`src/sv/rrps_pkg.sv`:
```
// Shared types and constants for the round-robin process scheduler.
package rrps_pkg;

    localparam logic [1:0] KIND_LOAD  = 2'd0;
    localparam logic [1:0] KIND_START = 2'd1;
    localparam logic [1:0] KIND_TICK  = 2'd2;

    localparam logic CFG_QUANTUM = 1'b0;
    localparam logic CFG_PCOUNT  = 1'b1;

    localparam logic [15:0] QUANTUM_RST = 16'd4;

    typedef struct packed {
        logic [1:0]  kind;
        logic [5:0]  slot;
        logic [15:0] arrival_time;
        logic [15:0] burst_time;
    } t_in;

    typedef struct packed {
        logic        busy_res;
        logic [5:0]  running_proc;
        logic        finished_valid;
        logic [5:0]  finished_proc;
        logic [23:0] wait_time;
        logic        all_done;
        logic [23:0] current_time;
    } t_out;

    typedef enum logic [3:0] {
        OP_NOP,
        OP_LOAD,
        OP_START,
        OP_SCAN_WORK,
        OP_RD_CUR,
        OP_CHK_CUR,
        OP_POP,
        OP_CHK_POP,
        OP_RUN,
        OP_TICK,
        OP_END,
        OP_EMIT
    } t_op;

    typedef struct packed {
        t_op  op;
        logic clr;
    } t_cmd;

    typedef struct packed {
        logic scan_done;
        logic any_work;
        logic cur_ok;
        logic pop_ok;
        logic fifo_ne;
        logic out_free;
    } t_sts;

endpackage

```
`src/sv/round_robin_process_scheduler.sv`:
```
// Top level of the round-robin process scheduler.
// One item is handled at a time. Every item ends with a scan of the n active slots
// (n = min(process_count, MAX_PROCS)) through the single read port of the slot tables,
// one slot per cycle, to find all_done; a tick item also scans once to check for
// remaining work and, if any remains, once to enqueue arrivals. An item that ends
// while an earlier result is still untaken waits for that result to be taken.
// The result sits in an output register, so the next item is taken while it waits.
module round_robin_process_scheduler #(
    parameter int MAX_PROCS = 64
) (
    input  logic           i_clk,
    input  logic           i_rst_n,
    input  logic           i_in_valid,
    output logic           o_in_ready,
    input  rrps_pkg::t_in  i_in,
    output logic           o_out_valid,
    input  logic           i_out_ready,
    output rrps_pkg::t_out o_out,
    input  logic           i_cfg_we,
    input  logic           i_cfg_idx,
    input  logic [15:0]    i_cfg_data
);
    rrps_pkg::t_cmd w_cmd;
    rrps_pkg::t_sts w_sts;

    rrps_ctrl u_ctrl (
        .i_clk      (i_clk),
        .i_rst_n    (i_rst_n),
        .i_in_valid (i_in_valid),
        .o_in_ready (o_in_ready),
        .i_kind     (i_in.kind),
        .i_sts      (w_sts),
        .o_cmd      (w_cmd)
    );

    rrps_dp #(
        .MAX_PROCS (MAX_PROCS)
    ) u_dp (
        .i_clk       (i_clk),
        .i_rst_n     (i_rst_n),
        .i_cmd       (w_cmd),
        .o_sts       (w_sts),
        .i_in        (i_in),
        .i_cfg_we    (i_cfg_we),
        .i_cfg_idx   (i_cfg_idx),
        .i_cfg_data  (i_cfg_data),
        .o_out_valid (o_out_valid),
        .i_out_ready (i_out_ready),
        .o_out       (o_out)
    );
endmodule

```
`src/sv/rrps_dp.sv`:
```
// Datapath: slot tables, ready FIFO, slot scanner, schedule registers, result register.
module rrps_dp #(
    parameter int MAX_PROCS = 64
) (
    input  logic          i_clk,
    input  logic          i_rst_n,
    input  rrps_pkg::t_cmd i_cmd,
    output rrps_pkg::t_sts o_sts,
    input  rrps_pkg::t_in i_in,
    input  logic          i_cfg_we,
    input  logic          i_cfg_idx,
    input  logic [15:0]   i_cfg_data,
    output logic          o_out_valid,
    input  logic          i_out_ready,
    output rrps_pkg::t_out o_out
);
    localparam int IW = (MAX_PROCS > 1) ? $clog2(MAX_PROCS) : 1;
    localparam int NW = $clog2(MAX_PROCS + 1);

    logic [31:0]   mem_ab  [MAX_PROCS];
    logic [15:0]   mem_rem [MAX_PROCS];
    logic [IW-1:0] mem_fifo[MAX_PROCS];

    logic [15:0]   r_quantum;
    logic [6:0]    r_pcount;
    logic [IW-1:0] r_head;
    logic [NW-1:0] r_count;
    logic [IW-1:0] r_cur;
    logic          r_cur_vld;
    logic [15:0]   r_slice;
    logic [23:0]   r_time;
    logic [IW-1:0] r_sc_idx;
    logic [IW-1:0] r_sc_didx;
    logic          r_sc_act;
    logic          r_sc_vld;
    logic          r_sc_arr;
    logic          r_any;
    logic [31:0]   r_q_ab;
    logic [15:0]   r_q_rem;
    logic [IW-1:0] r_fifo_q;
    logic [IW-1:0] r_cand;
    logic [15:0]   r_p_arr;
    logic [15:0]   r_p_bur;
    logic [15:0]   r_p_rem;
    logic          r_last;
    logic          r_busy;
    logic [5:0]    r_run_p;
    logic          r_fin;
    logic [5:0]    r_fin_p;
    logic [23:0]   r_wait;
    logic          r_out_valid;
    rrps_pkg::t_out r_out;

    logic [NW-1:0] w_n;
    logic [IW-1:0] w_addr;
    logic [NW:0]   w_sum;
    logic [IW-1:0] w_tail;
    logic          w_full;
    logic          w_sc_push;
    logic          w_end_push;
    logic [IW-1:0] w_push_val;
    logic          w_scan_go;
    logic          w_ld_ok;
    logic          w_rem_we;
    logic [IW-1:0] w_rem_wa;
    logic [15:0]   w_rem_wd;

    assign w_n = (int'(r_pcount) > MAX_PROCS) ? NW'(MAX_PROCS) : NW'(r_pcount);
    assign w_addr = r_sc_act ? r_sc_idx :
                    (i_cmd.op == rrps_pkg::OP_POP) ? r_fifo_q : r_cur;
    assign w_sum = (NW + 1)'(r_head) + (NW + 1)'(r_count);
    assign w_tail = (w_sum >= (NW + 1)'(MAX_PROCS)) ?
                    IW'(w_sum - (NW + 1)'(MAX_PROCS)) : IW'(w_sum);
    assign w_full = (r_count == NW'(MAX_PROCS));
    assign w_sc_push = r_sc_vld && r_sc_arr && (r_q_rem != 16'd0) &&
                       ({8'd0, r_q_ab[31:16]} == r_time);
    assign w_end_push = (i_cmd.op == rrps_pkg::OP_END) && !r_last && (r_slice == 16'd0);
    assign w_push_val = w_sc_push ? r_sc_didx : r_cur;
    assign w_scan_go = (i_cmd.op == rrps_pkg::OP_START) || (i_cmd.op == rrps_pkg::OP_RUN) ||
                       (i_cmd.op == rrps_pkg::OP_TICK) ||
                       (i_cmd.op == rrps_pkg::OP_SCAN_WORK);
    assign w_ld_ok = (i_cmd.op == rrps_pkg::OP_LOAD) && (int'(i_in.slot) < MAX_PROCS);
    assign w_rem_we = w_ld_ok || (i_cmd.op == rrps_pkg::OP_RUN);
    assign w_rem_wa = w_ld_ok ? IW'(i_in.slot) : r_cur;
    assign w_rem_wd = w_ld_ok ? i_in.burst_time : r_p_rem - 16'd1;

    always_ff @(posedge i_clk) begin
        if (w_ld_ok) begin
            mem_ab[IW'(i_in.slot)] <= {i_in.arrival_time, i_in.burst_time};
        end
        if (w_rem_we) begin
            mem_rem[w_rem_wa] <= w_rem_wd;
        end
        if ((w_sc_push || w_end_push) && !w_full) begin
            mem_fifo[w_tail] <= w_push_val;
        end
        r_q_ab   <= mem_ab[w_addr];
        r_q_rem  <= mem_rem[w_addr];
        r_fifo_q <= mem_fifo[r_head];
    end

    always_ff @(posedge i_clk) begin
        if (!i_rst_n) begin
            r_quantum   <= rrps_pkg::QUANTUM_RST;
            r_pcount    <= '0;
            r_head      <= '0;
            r_count     <= '0;
            r_cur       <= '0;
            r_cur_vld   <= 1'b0;
            r_slice     <= '0;
            r_time      <= '0;
            r_sc_idx    <= '0;
            r_sc_didx   <= '0;
            r_sc_act    <= 1'b0;
            r_sc_vld    <= 1'b0;
            r_sc_arr    <= 1'b0;
            r_any       <= 1'b0;
            r_last      <= 1'b0;
            r_busy      <= 1'b0;
            r_run_p     <= '0;
            r_fin       <= 1'b0;
            r_fin_p     <= '0;
            r_wait      <= '0;
            r_out_valid <= 1'b0;
        end else begin
            if (i_cfg_we) begin
                if (i_cfg_idx == rrps_pkg::CFG_QUANTUM) begin
                    r_quantum <= i_cfg_data;
                end else begin
                    r_pcount <= i_cfg_data[6:0];
                end
            end
            if (i_cmd.clr) begin
                r_busy  <= 1'b0;
                r_run_p <= '0;
                r_fin   <= 1'b0;
                r_fin_p <= '0;
                r_wait  <= '0;
            end
            // slot scanner: one slot read per cycle, evaluated in the cycle after its read
            r_sc_vld  <= r_sc_act;
            r_sc_didx <= r_sc_idx;
            if (w_scan_go) begin
                r_sc_idx <= '0;
                r_sc_act <= (w_n != '0);
                r_sc_arr <= (i_cmd.op != rrps_pkg::OP_SCAN_WORK);
                r_any    <= 1'b0;
            end else if (r_sc_act) begin
                r_sc_idx <= r_sc_idx + 1'b1;
                if (NW'(r_sc_idx) + NW'(1) == w_n) begin
                    r_sc_act <= 1'b0;
                end
            end
            if (r_sc_vld && (r_q_rem != 16'd0)) begin
                r_any <= 1'b1;
            end
            if ((w_sc_push || w_end_push) && !w_full) begin
                r_count <= r_count + 1'b1;
            end
            case (i_cmd.op)
                rrps_pkg::OP_START: begin
                    r_time    <= '0;
                    r_head    <= '0;
                    r_count   <= '0;
                    r_cur_vld <= 1'b0;
                    r_cur     <= '0;
                    r_slice   <= '0;
                end
                rrps_pkg::OP_CHK_CUR: begin
                    r_p_arr <= r_q_ab[31:16];
                    r_p_bur <= r_q_ab[15:0];
                    r_p_rem <= r_q_rem;
                    if (!o_sts.cur_ok) begin
                        r_cur_vld <= 1'b0;
                    end
                end
                rrps_pkg::OP_POP: begin
                    r_cand  <= r_fifo_q;
                    r_head  <= (int'(r_head) == MAX_PROCS - 1) ? '0 : r_head + 1'b1;
                    r_count <= r_count - 1'b1;
                end
                rrps_pkg::OP_CHK_POP: begin
                    r_p_arr <= r_q_ab[31:16];
                    r_p_bur <= r_q_ab[15:0];
                    r_p_rem <= r_q_rem;
                    if (o_sts.pop_ok) begin
                        r_cur     <= r_cand;
                        r_cur_vld <= 1'b1;
                        r_slice   <= (r_quantum == 16'd0) ? 16'd1 : r_quantum;
                    end
                end
                rrps_pkg::OP_RUN: begin
                    r_busy  <= 1'b1;
                    r_run_p <= 6'(r_cur);
                    r_last  <= (r_p_rem == 16'd1);
                    r_slice <= r_slice - 16'd1;
                    r_time  <= r_time + 24'd1;
                end
                rrps_pkg::OP_TICK: begin
                    r_time <= r_time + 24'd1;
                end
                rrps_pkg::OP_END: begin
                    if (r_last) begin
                        r_fin     <= 1'b1;
                        r_fin_p   <= 6'(r_cur);
                        r_wait    <= r_time - {8'd0, r_p_arr} - {8'd0, r_p_bur};
                        r_cur_vld <= 1'b0;
                    end else if (r_slice == 16'd0) begin
                        r_cur_vld <= 1'b0;
                    end
                end
                default: begin
                end
            endcase
            if (i_cmd.op == rrps_pkg::OP_EMIT) begin
                r_out_valid <= 1'b1;
            end else if (i_out_ready) begin
                r_out_valid <= 1'b0;
            end
        end
    end

    always_ff @(posedge i_clk) begin
        if (i_cmd.op == rrps_pkg::OP_EMIT) begin
            r_out.busy_res       <= r_busy;
            r_out.running_proc   <= r_run_p;
            r_out.finished_valid <= r_fin;
            r_out.finished_proc  <= r_fin_p;
            r_out.wait_time      <= r_wait;
            r_out.all_done       <= ~r_any;
            r_out.current_time   <= r_time;
        end
    end

    assign o_sts.scan_done = !r_sc_act && !r_sc_vld;
    assign o_sts.any_work  = r_any;
    assign o_sts.cur_ok    = r_cur_vld && (NW'(r_cur) < w_n) && (r_q_rem != 16'd0);
    assign o_sts.pop_ok    = (NW'(r_cand) < w_n) && (r_q_rem != 16'd0);
    assign o_sts.fifo_ne   = (r_count != '0);
    assign o_sts.out_free  = !r_out_valid || i_out_ready;
    assign o_out_valid     = r_out_valid;
    assign o_out           = r_out;
endmodule

```
`src/sv/rrps_ctrl.sv`:
```
// Controller: sequences load, start and tick items over the datapath; an item of unknown kind only rescans and emits.
module rrps_ctrl (
    input  logic           i_clk,
    input  logic           i_rst_n,
    input  logic           i_in_valid,
    output logic           o_in_ready,
    input  logic [1:0]     i_kind,
    input  rrps_pkg::t_sts i_sts,
    output rrps_pkg::t_cmd o_cmd
);
    typedef enum logic [3:0] {
        S_IDLE, S_WL, S_CUR, S_CUR_CHK, S_POP, S_POP_CHK, S_RUN, S_RUN_ARR,
        S_END, S_TICK, S_ARR, S_FIN, S_AD, S_OUT
    } t_state;

    t_state r_state;
    t_state n_state;

    always_ff @(posedge i_clk) begin
        if (!i_rst_n) begin
            r_state <= S_IDLE;
        end else begin
            r_state <= n_state;
        end
    end

    always_comb begin
        n_state    = r_state;
        o_cmd.op   = rrps_pkg::OP_NOP;
        o_cmd.clr  = 1'b0;
        o_in_ready = 1'b0;
        case (r_state)
            S_IDLE: begin
                o_in_ready = 1'b1;
                if (i_in_valid) begin
                    o_cmd.clr = 1'b1;
                    case (i_kind)
                        rrps_pkg::KIND_LOAD: begin
                            o_cmd.op = rrps_pkg::OP_LOAD;
                            n_state  = S_FIN;
                        end
                        rrps_pkg::KIND_START: begin
                            o_cmd.op = rrps_pkg::OP_START;
                            n_state  = S_ARR;
                        end
                        rrps_pkg::KIND_TICK: begin
                            o_cmd.op = rrps_pkg::OP_SCAN_WORK;
                            n_state  = S_WL;
                        end
                        default: begin
                            n_state = S_FIN;
                        end
                    endcase
                end
            end
            S_WL: begin
                if (i_sts.scan_done) begin
                    n_state = i_sts.any_work ? S_CUR : S_FIN;
                end
            end
            S_CUR: begin
                o_cmd.op = rrps_pkg::OP_RD_CUR;
                n_state  = S_CUR_CHK;
            end
            S_CUR_CHK: begin
                o_cmd.op = rrps_pkg::OP_CHK_CUR;
                if (i_sts.cur_ok) begin
                    n_state = S_RUN;
                end else if (i_sts.fifo_ne) begin
                    n_state = S_POP;
                end else begin
                    n_state = S_TICK;
                end
            end
            S_POP: begin
                o_cmd.op = rrps_pkg::OP_POP;
                n_state  = S_POP_CHK;
            end
            S_POP_CHK: begin
                o_cmd.op = rrps_pkg::OP_CHK_POP;
                n_state  = i_sts.pop_ok ? S_RUN : S_TICK;
            end
            S_RUN: begin
                o_cmd.op = rrps_pkg::OP_RUN;
                n_state  = S_RUN_ARR;
            end
            S_RUN_ARR: begin
                if (i_sts.scan_done) begin
                    n_state = S_END;
                end
            end
            S_END: begin
                o_cmd.op = rrps_pkg::OP_END;
                n_state  = S_FIN;
            end
            S_TICK: begin
                o_cmd.op = rrps_pkg::OP_TICK;
                n_state  = S_ARR;
            end
            S_ARR: begin
                if (i_sts.scan_done) begin
                    n_state = S_FIN;
                end
            end
            S_FIN: begin
                o_cmd.op = rrps_pkg::OP_SCAN_WORK;
                n_state  = S_AD;
            end
            S_AD: begin
                if (i_sts.scan_done) begin
                    n_state = S_OUT;
                end
            end
            S_OUT: begin
                if (i_sts.out_free) begin
                    o_cmd.op = rrps_pkg::OP_EMIT;
                    n_state  = S_IDLE;
                end
            end
            default: begin
                n_state = S_IDLE;
            end
        endcase
    end
endmodule

```
`config.mk`:
```
export PLATFORM = sky130hd
export DESIGN_NAME = round_robin_process_scheduler
export DESIGN_NICKNAME = d
export VERILOG_FILES = /design/src/sv/rrps_pkg.sv /design/src/sv/round_robin_process_scheduler.sv /design/src/sv/rrps_dp.sv /design/src/sv/rrps_ctrl.sv
export SDC_FILE = /design/constraint.sdc
export NUM_CORES = 2
export LEC_CHECK = 0
export BUFFER_PORTS_ARGS = -buffer_cell sky130_fd_sc_hd__clkbuf_2
export CAP_MARGIN = 20
export CORE_AREA = 2 2 458 915
export CTS_CLUSTER_DIAMETER = 40
export DETAILED_ROUTE_END_ITERATION = 8
export DIE_AREA = 0 0 460 917
export PLACE_DENSITY = 0.46
export SETUP_SLACK_MARGIN = 0.1
export SYNTH_ARGS = -nofsm -noshare
export SYNTH_HDL_FRONTEND = slang
export SYNTH_SLANG_ARGS = --single-unit
```
`constraint.sdc`:
```
create_clock -name i_clk -period 17.53 [get_ports i_clk]
set_clock_uncertainty 0.2 [all_clocks]
set_input_delay 1.753 -clock i_clk [delete_from_list [all_inputs] [get_ports i_clk]]
set_output_delay 1.753 -clock i_clk [all_outputs]
set_load 0.02 [all_outputs]
```
Word level (Yosys, flattened, before mapping)
Memory sizes are Yosys's and may differ from the RTL's. A register that Yosys moved wholly into a read port is not among the register bits. Cells that the tools add are included. W data, S select, Z words.

Bitwise logic cells: 3. Multiplexer cells: 66. Equality and inequality tests: 40. Shift operators: 0. Reduce and logical (&&, ||, !) cells: 49. Order comparisons: 4. Div/mod/pow operators: 0. Add/sub/neg operators: 12. $mul: 0.

Operators with widths (number): $mux W24 (3); $mux W6 (12); $pmux W4 S14 (1); $mux W16 (3); $pmux W16 S3 (1); $pmux W24 S2 (1); $sub A24 B16 Y24 (2); $mux W4 (11); $eq A4 B4 Y1 const B (10); $pmux W4 S10 (1); $logic_not A16 Y1 (2); $sub A16 B1 Y16 const B (2); $eq A4 B3 Y1 const B (7); $add A24 B1 Y24 const B (1); $eq A16 B24 Y1 (1); $mux W1 (24); $pmux W6 S2 (2); $eq A16 B1 Y1 const B (1); $eq A4 B2 Y1 const B (4); $reduce_bool A16 Y1 (1); $lt A6 B7 Y1 (2); $mux W7 (2); $pmux W7 S2 (1); $reduce_bool A7 Y1 (2); other kinds (35) (77).

Input port bits: 62. Logic and storage cells: 210. Memory bits (writable): 3456. Memories: 3. Bits in read-only memories: 0. Latch bits: 0. Flip-flop bits (word level): 260. Output and inout bits: 65.

Memory list: u_dp.mem_ab (words 64, width 32, read ports 1, clocked after memory_dff 1, write ports 1, line rrps_dp.sv:20) `logic [31:0] mem_ab [MAX_PROCS];`; u_dp.mem_rem (words 64, width 16, read ports 1, clocked after memory_dff 1, write ports 1, line rrps_dp.sv:21) `logic [15:0] mem_rem [MAX_PROCS];`; u_dp.mem_fifo (words 64, width 6, read ports 1, clocked after memory_dff 1, write ports 1, line rrps_dp.sv:22) `logic [IW-1:0] mem_fifo[MAX_PROCS];`.

Longest topological paths before layout
Word-level depth: 11. Mapped depth: 14. Gate-level depth less buffers: 12.

Hierarchy
A second synthesis with hierarchy kept.

Cells, all modules: 7030. Area, all modules: 145160.5 µm².

By module, submodules not included: rrps_dp (sequential area each 111156.6 µm², area an instance 144558.6 µm², cells an instance 6944, times used 1); rrps_ctrl (sequential area each 80.1 µm², area an instance 601.8 µm², cells an instance 86, times used 1).

Least setup slack after synthesis
No wires, ideal clock.

Path kind: input port to flip-flop. From: input i_out_ready. To: register u_dp.r_out (netlist bit u_dp.o_out[0]), enable pin. Arrival: 6.133 ns. Setup slack: 10.636 ns. Library setup time: 0.561 ns. Buffers on the path: 0. Data required time: 16.769 ns. Stages on the path: 2. Cells stage by stage: nor2b_1 > nor3_1.

Cells in the longest elaborated chain, start to end: 4.

RTL lines: from (decl) (line round_robin_process_scheduler.sv:17) `input logic i_out_ready,`; $logic_or A1 B1 Y1 (line rrps_dp.sv:240) `assign o_sts.out_free = !r_out_valid || i_out_ready;`; $mux W4 (line rrps_ctrl.sv:115) `if (i_sts.out_free) begin`; $pmux W4 S10 (line rrps_ctrl.sv:32) `case (r_state)`; $eq A4 B4 Y1 (line rrps_dp.sv:224) `if (i_cmd.op == rrps_pkg::OP_EMIT) begin`; to (decl) (line rrps_dp.sv:52) `rrps_pkg::t_out r_out;`.

Every way passes these cells. A chain may end at the register's enable or synchronous reset.

Worst setup path after layout
From: register u_ctrl.r_state[2]. To: register u_dp.r_q_ab[22] (read register of u_dp.mem_ab).

Cells in the longest elaborated chain, start to end: 5. Elaborated cells on any way between the ends: 14. Classes of those cells: eq/ne (10); mux (3); reduce/logical (1).

RTL lines: from (decl) (line rrps_ctrl.sv:16) `t_state r_state;`; from (signal assigned) (line rrps_ctrl.sv:23) `r_state <= n_state;`; $eq A4 B4 Y1, or another cell as far along (line rrps_ctrl.sv:32); $pmux W4 S10 (*) (line rrps_ctrl.sv:32); $eq A4 B3 Y1 (*) (line rrps_dp.sv:70) `(i_cmd.op == rrps_pkg::OP_POP) ? r_fifo_q : r_cur;`; $mux W6 (*) (line rrps_dp.sv:70); $mux W6 (*) (line rrps_dp.sv:69) `assign w_addr = r_sc_act ? r_sc_idx :`; to (decl) (line rrps_dp.sv:38) `logic [31:0] r_q_ab;`.

Every way passes the cells marked *; elsewhere a longest branch is shown, timed or not.

==> flow_metrics.tcl <==
set metrics [dict create \
    ir_drop_uv 87.9 \
    postSynth.asyncResetShare_pct 0 \
    vias 73200 \
    drv_slew 0 \
    cts_tree "built" \
    p_leak_nw 52.1 \
    first_global_vias 73500 \
    synth_top_cell_area_share_pct 74.0 \
    yosys_register_bits 3770 \
    worst_pin_slew_ps 1210 \
    swShare_pct 26.8 \
    worstPathMaxFanout 92 \
    start_kind "flip-flop" \
    p_comb_share_pct 13.4 \
    finish.instance_area_sq_um 168000 \
    drive_above_1_share_pct 27.8 \
    worst_skew_pair.late_latency_ps 960 \
    synth.avg_cell_area_sq_um 21.0 \
    cap_violations 0 \
    cts_root_buffer "clkbuf_16" \
    setup_ws_ps 10190 \
    hold_buffers 0 \
    rsz0062_at_grt "false" \
    finalNetCount 7513 \
    internal_power_mw 16.5 \
    syn_inst 6915 \
    io_buffers 126 \
    fin_crit_ps 7340 \
    worstPathRequired_ps 18180 \
    start_util_pct 34.9 \
    fin_crit_sh_pct 41.9 \
    final_cell_mix "edfxtp_1, mux4_2, clkbuf_16" \
    synth_area_leaders "edfxtp_1, mux4_2, dfxtp_1, a22oi_1, nor2_1" \
    yosysSeqAreaShare_pct 76.8 \
    hold_violations 0 \
    vias_per_cell 5.57 \
    synth_cell_types 76 \
    filler_cell_count 36700 \
    io_pins 127 \
    worst_ep_arrival_time_ps 7990 \
    grt_max_degree 99 \
    max_slew_margin_pct 18.9 \
    dr.pass1.iters 5 \
    worst_hold_slack_ps 236 \
    dominantRegCellSynth "edfxtp_1" \
    postCtsSetupBuffers 0 \
    syn_area_sq_um 145000 \
    routabilityCongestion 0.822 \
    area_growth_pct 15.9 \
    cts-resized-gates 0 \
    yosys_warnings 0 \
    core_area_sq_um 415000 \
    power.density_nw_per_um2 134 \
    clock_power_share_pct 39.6 \
    grt_first_pass_wirelength_um 628000 \
    rows 335 \
    final_cell_count_no_fill 13200 \
    h-tree-depth 5 \
    cts_buffer_depth 4 \
    status "complete, no violations" \
    yosys.area.top_type "edfxtp_1" \
    grt.overflow.total 0 \
    post_drt_wl_per_cell_um 34.9 \
    die-area_sq_um 422000 \
    drc_errors 0 \
    dpl_cell_area_sq_um 154000 \
    hpwl_um 261000 \
    syn_nets 7045 \
    die_w_um 460 \
    p_switching_mw 6.04 \
    pre_cts_ws_ps 9960 \
    path_clk_slew_ps 60 \
    min_path_type "flip-flop to flip-flop" \
    die_h_um 917 \
    grt_antenna_before_repair 38 \
    synth-edff-count 3573 \
    setup.worst_path.end_class "flip-flop" \
    p_seq_share_pct 47.0 \
    drtIter0Drc 7971 \
    finalSetupTns_ps 0 \
    ant_nets 0 \
    dp.cells 12300 \
    clock-sinks 3770 \
    finalSetupViolCount 0 \
    numCtsBuffers 421 \
    drt-total-wl_um 460000 \
    final_common_cell "edfxtp_1" \
    finalPower_mw 22.5 \
    crit_type "flip-flop to flip-flop" \
    fmax_ghz 0.136 \
    fin_util_pct 40.5 \
    grt_usage_pct 21.5 \
]
==> cells by family (layout without fill, tap and decap cells) <==
logic type / Yosys count / count (layout) / share of synthesized area (%)
DFF: 3770 / 3770 / 76.8
and+or+nand+nor: 936 / 936 / 3.17
muxes: 911 / 911 / 14.0
AOI/OAI and AO/OA: 707 / 707 / 3.50
buffers and inverters: 444 / 1267 / 1.42
xor gates and xnor gates: 79 / 79 / 0.477
adders and majority gates: 68 / 68 / 0.680
other: 0 / 30 / 0
==> state kept, by name (all words and copies together) (netlist names), 7 cells and up <==
| register | count |
|---|---|
| u_dp.mem_ab | 2048 |
| u_dp.r_slice | 16 |
| u_dp.r_wait | 24 |
| u_dp.r_quantum | 16 |
| u_dp.mem_fifo | 384 |
| u_dp.r_q_ab | 32 |
| u_dp.r_p_arr | 16 |
| u_dp.r_q_rem | 16 |
| u_dp.r_pcount | 7 |
| u_dp.r_p_bur | 16 |
| u_dp.r_p_rem | 16 |
| u_dp.o_out | 63 |
| u_dp.mem_rem | 1024 |
| u_dp.r_count | 7 |
| u_dp.r_time | 24 |
==> power by group through the flow <==
stage          clock network [mW]  logic, mW  registers [mW]
6_report                     8.94       3.02            10.6
5_1_grt                      9.45       3.21            10.6
4_1_cts                      9.11       3.05            10.6
3_5_place_dp                    0       3.05            10.8
3_3_place_gp                    0       3.03            10.8
2_1_floorplan                   0       1.84            10.6
==> area by class of cell <==
cell class	instances	area (sq um)	share of cell area, %
flip-flops and latches	3770	111000	66.2
inverters	67	251	0.150
multi-input cells	2701	32600	19.4
well taps	5392	6750	4.02
clock buffers	503	11100	6.60
diodes	30	75.1	0.0447
clock inverters	275	2920	1.74
repair buffers	422	3030	1.81
==> worst paths after layout <==
| path | from | endpoint | slack (ps) | cells after the start |
|---|---|---|---|---|
| worst max-delay path | u_ctrl.r_state[2]$_SDFFE_PN0P_ | u_dp.r_q_ab[22]$_DFF_P_ | 10190 | 12 |
| worst min-delay path | u_dp.r_run_p[2]$_SDFFE_PN0P_ | u_dp.o_out[58]$_DFFE_PP_ | 240 | 0 |
| worst max register to register | u_ctrl.r_state[2]$_SDFFE_PN0P_ | u_dp.r_q_ab[22]$_DFF_P_ | 10190 | 12 |
| worst min register to register | u_dp.r_run_p[2]$_SDFFE_PN0P_ | u_dp.o_out[58]$_DFFE_PP_ | 240 | 0 |
==> synth_stat cells (all sizes together), types with 23 or more instances <==
| master | number |
|---|---|
| mux4 | 891 |
| buf | 191 |
| nor2 | 278 |
| nand3 | 65 |
| xor2 | 38 |
| a21boi | 59 |
| ha | 50 |
| a21oi | 55 |
| or2 | 57 |
| nor3 | 36 |
| nor2b | 39 |
| o21ai | 71 |
| nor4 | 38 |
| nand2 | 210 |
| and2 | 23 |
| inv | 67 |
| dfxtp | 197 |
| xnor2 | 41 |
| edfxtp | 3573 |
| a22oi | 398 |
| nand4 | 108 |
| clkbuf | 186 |
==> critical path, stage by stage, from the launching register on <==
cell and delay (ps):
dfxtp_1 860, or4b_4 660, inv_2 420, mux2i_1 230, o21ai_4 720, buf_12 530
buf_4 710, buf_4 640, buf_4 520, mux4_2 380, a22oi_1 230, nand4_1 460
or2_1 370
==> routing by layer <==
| layer | up-vias | global-route usage [%] | share of wire [%] |
|---|---|---|---|
| met5 | - | 0 | 0.012 |
| met4 | 8 | 6.14 | 3.1 |
| met3 | 541 | 2.83 | 5.7 |
| met2 | 2540 | 35.3 | 49 |
| met1 | 40300 | 30.1 | 43 |
| li1 | 29900 | - | - |
No activity file was read; power rests on OpenSTA's default activity.
